`src/mwp_pkg.sv`:
```
// Shared constants, types and tables of the multi-wave path point generator.
package mwp_pkg;

    localparam int CORDIC_STAGES       = 16;
    localparam int MAX_WAVES           = 64;
    localparam int MAX_POINTS_PER_WAVE = 4095;

    localparam int AMP_W      = 16;
    localparam int WL_W       = 16;
    localparam int WC_W       = 7;
    localparam int PPW_W      = 12;
    localparam int IDX_W      = 18;
    localparam int X_W        = 22;
    localparam int Y_W        = 17;
    localparam int ANG_W      = 16;
    localparam int Q_W        = 16;
    localparam int TOTAL_W    = PPW_W + WC_W;
    localparam int CFG_IDX_W  = 4;
    localparam int CFG_DATA_W = 16;

    // divider: dividend wide enough for index * wavelength
    localparam int DIV_W      = IDX_W + WL_W;
    localparam int TURN_W     = 32;
    localparam int RAD_W      = 31;
    localparam int CORDIC_W   = 34;
    localparam int VEC_W      = 64;

    localparam longint HALF_PI_Q30  = 64'h6487ED51;
    localparam longint INV_GAIN_Q30 = 64'h26DD3B6A;
    localparam longint HEAD_LIMIT   = 25736;

    // register indexes on the configuration channel
    localparam logic [CFG_IDX_W-1:0] REG_AMPLITUDE       = CFG_IDX_W'(0);
    localparam logic [CFG_IDX_W-1:0] REG_WAVELENGTH      = CFG_IDX_W'(1);
    localparam logic [CFG_IDX_W-1:0] REG_WAVE_COUNT      = CFG_IDX_W'(2);
    localparam logic [CFG_IDX_W-1:0] REG_POINTS_PER_WAVE = CFG_IDX_W'(3);

    localparam logic [AMP_W-1:0] RST_AMPLITUDE       = AMP_W'(256);
    localparam logic [WL_W-1:0]  RST_WAVELENGTH      = WL_W'(2560);
    localparam logic [WC_W-1:0]  RST_WAVE_COUNT      = WC_W'(5);
    localparam logic [PPW_W-1:0] RST_POINTS_PER_WAVE = PPW_W'(300);

    // pipeline stage numbers, stage 0 is the input register
    localparam int ST_DA_END  = DIV_W;
    localparam int ST_J       = ST_DA_END + 1;
    localparam int ST_DB_END  = ST_J + DIV_W;
    localparam int ST_RAD     = ST_DB_END + 1;
    localparam int ST_R1_END  = ST_RAD + CORDIC_STAGES;
    localparam int ST_SIN     = ST_R1_END + 1;
    localparam int ST_MUL     = ST_SIN + 1;
    localparam int ST_VEC_IN  = ST_MUL + 1;
    localparam int ST_V_END   = ST_VEC_IN + CORDIC_STAGES;
    localparam int ST_YAW     = ST_V_END + 1;
    localparam int ST_HALF    = ST_YAW + 1;
    localparam int ST_R2_END  = ST_HALF + CORDIC_STAGES;
    localparam int NUM_STAGES = ST_R2_END + 1;

    // side data that rides along the pipeline
    typedef struct packed {
        logic                    oor;
        logic                    last;
        logic [1:0]              q0;
        logic [1:0]              q1;
        logic [X_W-1:0]          x;
        logic signed [Y_W-1:0]   y;
        logic                    zvec;
        logic signed [ANG_W-1:0] head;
    } t_ctx;

    // arctangent of 2^-k in Q2.30
    function automatic logic [31:0] atan_q30(input logic [4:0] k);
        logic [31:0] v;
        case (k)
            5'd0:    v = 32'h3243F6A8;
            5'd1:    v = 32'h1DAC6705;
            5'd2:    v = 32'h0FADBAFC;
            5'd3:    v = 32'h07F56EA6;
            5'd4:    v = 32'h03FEAB76;
            5'd5:    v = 32'h01FFD55B;
            5'd6:    v = 32'h00FFFAAA;
            5'd7:    v = 32'h007FFF55;
            5'd8:    v = 32'h003FFFEA;
            5'd9:    v = 32'h001FFFFD;
            5'd10:   v = 32'h000FFFFF;
            5'd11:   v = 32'h0007FFFF;
            5'd12:   v = 32'h0003FFFF;
            5'd13:   v = 32'h0001FFFF;
            5'd14:   v = 32'h0000FFFF;
            5'd15:   v = 32'h00007FFF;
            5'd16:   v = 32'h00003FFF;
            5'd17:   v = 32'h00001FFF;
            5'd18:   v = 32'h00000FFF;
            5'd19:   v = 32'h000007FF;
            5'd20:   v = 32'h000003FF;
            5'd21:   v = 32'h000001FF;
            5'd22:   v = 32'h000000FF;
            5'd23:   v = 32'h0000007F;
            5'd24:   v = 32'h0000003F;
            5'd25:   v = 32'h0000001F;
            5'd26:   v = 32'h0000000F;
            5'd27:   v = 32'h00000008;
            5'd28:   v = 32'h00000004;
            5'd29:   v = 32'h00000002;
            5'd30:   v = 32'h00000001;
            default: v = 32'h00000000;
        endcase
        return v;
    endfunction

endpackage

```
`src/mwp_div.sv`:
```
// Pipelined restoring divider, one quotient bit per stage.
module mwp_div (
    input  logic                       i_clk,
    input  logic                       i_en,
    input  logic [mwp_pkg::DIV_W-1:0]  i_num,
    input  logic [mwp_pkg::PPW_W-1:0]  i_rem,
    input  logic [mwp_pkg::PPW_W-1:0]  i_den,
    output logic [mwp_pkg::DIV_W-1:0]  o_quo,
    output logic [mwp_pkg::PPW_W-1:0]  o_rem
);
    localparam int NW = mwp_pkg::DIV_W;
    localparam int RW = mwp_pkg::PPW_W;

    logic [NW-1:0] w_num [0:NW];
    logic [RW-1:0] w_rem [0:NW];

    assign w_num[0] = i_num;
    assign w_rem[0] = i_rem;

    for (genvar k = 0; k < NW; k++) begin : g_step
        logic [RW:0]   w_t;
        logic          w_ge;
        logic [RW:0]   w_diff;
        logic [NW-1:0] n_num, r_num;
        logic [RW-1:0] n_rem, r_rem;

        always_comb begin
            w_t    = {w_rem[k], w_num[k][NW-1]};
            w_ge   = (w_t >= {1'b0, i_den});
            w_diff = w_t - {1'b0, i_den};
            n_rem  = w_ge ? w_diff[RW-1:0] : w_t[RW-1:0];
            n_num  = {w_num[k][NW-2:0], w_ge};
        end

        always_ff @(posedge i_clk) begin
            if (i_en) begin
                r_num <= n_num;
                r_rem <= n_rem;
            end
        end

        assign w_num[k+1] = r_num;
        assign w_rem[k+1] = r_rem;
    end

    assign o_quo = w_num[NW];
    assign o_rem = w_rem[NW];

endmodule

```
`config.mk`:
```
export PLATFORM = sky130hd
export DESIGN_NAME = mwp_div
export DESIGN_NICKNAME = d
export VERILOG_FILES = /design/src/mwp_pkg.sv /design/src/mwp_div.sv
export SDC_FILE = /design/constraint.sdc
export NUM_CORES = 2
export LEC_CHECK = 0
export BUFFER_PORTS_ARGS = -buffer_cell sky130_fd_sc_hd__buf_2
export CAP_MARGIN = 20
export CORE_MARGIN = 5
export CORE_UTILIZATION = 67
export CTS_CLUSTER_SIZE = 16
export DETAILED_ROUTE_END_ITERATION = 8
export PLACE_DENSITY = 0.83
export SYNTH_ARGS = -nofsm -noshare
export SYNTH_HDL_FRONTEND = slang
export SYNTH_SLANG_ARGS = --single-unit
```
`constraint.sdc`:
```
create_clock -name i_clk -period 7.28 [get_ports i_clk]
set_input_delay 0.364 -clock i_clk [delete_from_list [all_inputs] [get_ports i_clk]]
set_output_delay 0.364 -clock i_clk [all_outputs]
set_load 0.05 [all_outputs]
```
==> results.json <==
{
  "gr-usage-all-layers": 0.233,
  "rsz0062_at_grt": "false",
  "rr_worst_depth": 8,
  "reg2reg_to": "g_step[5].r_rem[3]",
  "p_sw_mw": 10.4,
  "layout-drive-gt1-share": 0.134,
  "cts_root_buffer": "clkbuf_16",
  "routabilityCongestion": 0.858,
  "cts_max_level": 4,
  "place_inst": 5851,
  "fin_hold_ws_ps": 15.7,
  "max_freq_mhz": 252,
  "yosysWarnings": 0,
  "synth_xor_area_frac": 0.0377,
  "synth-seq-cells": 1564,
  "cts.clk_slew.worst_paths_ps": 60,
  "slew_violations": 0,
  "hold_viol": 0,
  "fin_crit_sh": 0.546,
  "post_drt_via_cell_ratio": 6.03,
  "cts_tree": "built",
  "async_flop_share": 0,
  "initial_core_util": 0.677,
  "diodes": 0,
  "whs_path_depth": 3,
  "finalClockSkew_ps": 40.1,
  "antenna_found_initial": 0,
  "worstReg2RegStart": "g_step[4].r_rem[3]",
  "synthSimpleGateAreaFrac": 0.0453,
  "netlist_instances": 4391,
  "worstHoldStart": "i_num[33]",
  "synth-edff-count": 1564,
  "drt_iter0_drc": 2988,
  "synth_compound_area_frac": 0.0866,
  "fin_nets": 5181,
  "min_path_type": "input port to register",
  "synth.top_cell.area_share": 0.667,
  "synthAdderAreaFrac": 0.0822,
  "stdcell_count": 6187,
  "yosysSeqAreaShare": 0.667,
  "start_kind": "input port",
  "vias": 37300,
  "critical_path_class": "input port to register",
  "synth_cell_types": 54,
  "avgSynthCellArea_um2": 16.0,
  "grt_pass1_wl_mm": 206,
  "grt_max_degree": 165,
  "die_area_um2": 112000,
  "setup_viol": 0,
  "rows": 118,
  "clkSinkCount": 1564,
  "hpwl_mm": 75.3,
  "finalSetupTns_ps": 0,
  "fp.dieW_um": 334,
  "ys.flop_type": "edfxtp_1",
  "wl_per_cell_um": 21.0,
  "clk_path_buf_depth": 3,
  "cp.required_ps": 7770,
  "grt_pass1_vias": 38600,
  "p_int_mw": 22.5,
  "dieHeight_um": 334,
  "syn2layout_area_growth_pct": 10.9,
  "power_density_nw_per_um2": 421,
  "routed_wl_mm": 130,
  "coreArea_um2": 104000,
  "sw_frac_of_total": 0.315,
  "ioPinCount": 106,
  "route.detailed.drc": 0,
  "relSlewSlack": 0.270,
  "vdd_ir_drop_max_mv": 0.375,
  "p_leak_nw": 29.6,
  "synthMuxAreaShare": 0.0666,
  "synthTopCellsByArea": "edfxtp_1 (67%), ha_1 (7.3%), a21o_1 (2.5%)",
  "regToRegSetupSlack_ps": 4030,
  "utilization": 0.751,
  "tightest_slew_ps": 1090,
  "fin_crit_ps": 3970,
  "syn_area_um2": 70400,
  "p_seq_frac": 0.408,
  "grt-ovfl-total": 0,
  "outcome": "finished clean",
  "cts_buffers": 154,
  "clock_latency_ps": 770,
  "drv_cap": 0,
  "synth_fp_nets": 4893,
  "power.share.clock": 0.238,
  "port-buffer-count": 105,
  "antenna_left": 0,
  "min_to": "g_step[0].r_rem[0]",
  "critPathCaptureType": "register",
  "synth_top_family_by_area": "compound AO/OA/AOI/OAI gates",
  "fillers": 6062,
  "first_pass_iters": 5,
  "worstPathArrival_ps": 4460,
  "cts_setup_buffers": 0,
  "crit_fanout": 25,
  "combPwrFrac": 0.355,
  "netlist.top_cell.by_area": "edfxtp_1"
}
## power groups by stage
stage	Combinational (mW)	Sequential [mW]	Clock, mW
2_1_floorplan	9.27	13.2	0
3_3_place_gp	10.8	13.5	0
3_5_place_dp	11.2	13.5	0
4_1_cts	11.5	13.4	7.99
5_1_grt	12.8	13.5	8.41
6_report	11.6	13.4	7.82
## logic make-up after synthesis
group	count (synthesis)
DFF	1564
AOI/OAI and AO/OA	825
and+or+nand+nor	644
adders and majority gates	442
muxes	406
xor gates and xnor gates	303
buffers and inverters	207
## cell type report
type	count	area, µm²	area share
inverter	151	567	0.00726
clock buffer	184	3990	0.0511
multi-input combinational	2620	22400	0.287
tap	1380	1730	0.0221
clock inverter	100	1010	0.0130
timing repair buffer	188	1390	0.0178
sequential	1564	47000	0.602
## Yosys cell counts (all sizes together) (19+ instances only)
| cell type | n |
|---|---|
| a311o | 19 |
| edfxtp | 1564 |
| a21o | 247 |
| inv | 151 |
| and2 | 30 |
| o21ai | 112 |
| a21boi | 32 |
| mux2 | 330 |
| a21oi | 234 |
| and3 | 32 |
| nand2 | 105 |
| xnor2 | 188 |
| fa | 34 |
| o311ai | 21 |
| nor3 | 38 |
| nor2b | 84 |
| a31oi | 59 |
| nand2b | 44 |
| ha | 408 |
| nand3 | 86 |
| clkbuf | 23 |
| xor2 | 115 |
| a2111oi | 45 |
| buf | 33 |
| mux2i | 76 |
| nor2 | 195 |
## repair_timing
item | CTS | global route
gates resized for setup | 0 | 0
hold buffers | 45 | 0
hold endpoints to repair | 45 | 0
## through the flow
stage | area [µm²] | power (mW) | worst slack (ps)
after floorplan | 70400 | 22.5 | 4020
after global placement | 72500 | 24.3 | 2750
after detailed placement | 72500 | 24.7 | 2680
after CTS | 78000 | 32.9 | 3370
after global routing | 78100 | 34.7 | 3100
final | 78100 | 32.9 | 3310
## worst max-delay path, cell delays in order
cell	delay [ps]
buf_2	510
inv_1	510
buf_4	440
ha_1	400
nor2b_1	160
o21bai_1	160
nand3_1	200
o21ai_0	230
a21oi_1	120
a2111oi_4	890
mux2_2	430
## layout by cell type (no fill, tap or decap), types with 56 or more instances in the layout
cell	synthesis	routed
mux2_1	130	130
mux2i_1	76	76
mux2_4	56	56
buf_2	1	104
xnor2_1	188	188
nor2_1	195	195
nand2_1	105	105
xor2_1	115	115
a21oi_1	226	226
edfxtp_1	1564	1564
a21o_1	238	238
inv_1	151	151
nand3_1	86	86
a31oi_1	59	59
mux2_2	144	144
nor2b_1	84	84
clkbuf_16	0	155
ha_1	408	408
## metal layers
| layer | GRT usage | part of all wire | up-vias |
|---|---|---|---|
| li1 | - | - | 17600 |
| met1 | 0.301 | 0.40 | 18400 |
| met2 | 0.400 | 0.50 | 1072 |
| met3 | 0.0364 | 0.052 | 341 |
| met4 | 0.0945 | 0.040 | 0 |
| met5 | 0 | 0 | - |
## registers in the layout (all words and copies together), names as in the netlist
name,cells
g_step.r_rem,396
o_rem,12
g_step.r_num,1122
o_quo,34
## how the worst max path moves through the flow
| stage | from | endpoint | cells past startpoint |
|---|---|---|---|
| 3_3_place_gp | i_den[1] | g_step[20].r_rem[8] | 11 |
| 4_1_cts | i_den[1] | g_step[20].r_rem[4] | 11 |
| 3_5_place_dp | i_den[1] | g_step[26].r_rem[11] | 10 |
| 5_1_grt | i_den[1] | g_step[21].r_rem[10] | 11 |
| 6_report | i_den[1] | g_step[20].r_rem[11] | 11 |
| 2_1_floorplan | i_den[4] | g_step[22].r_rem[10] | 10 |
Note: power is estimated with default switching activity, not from simulation.
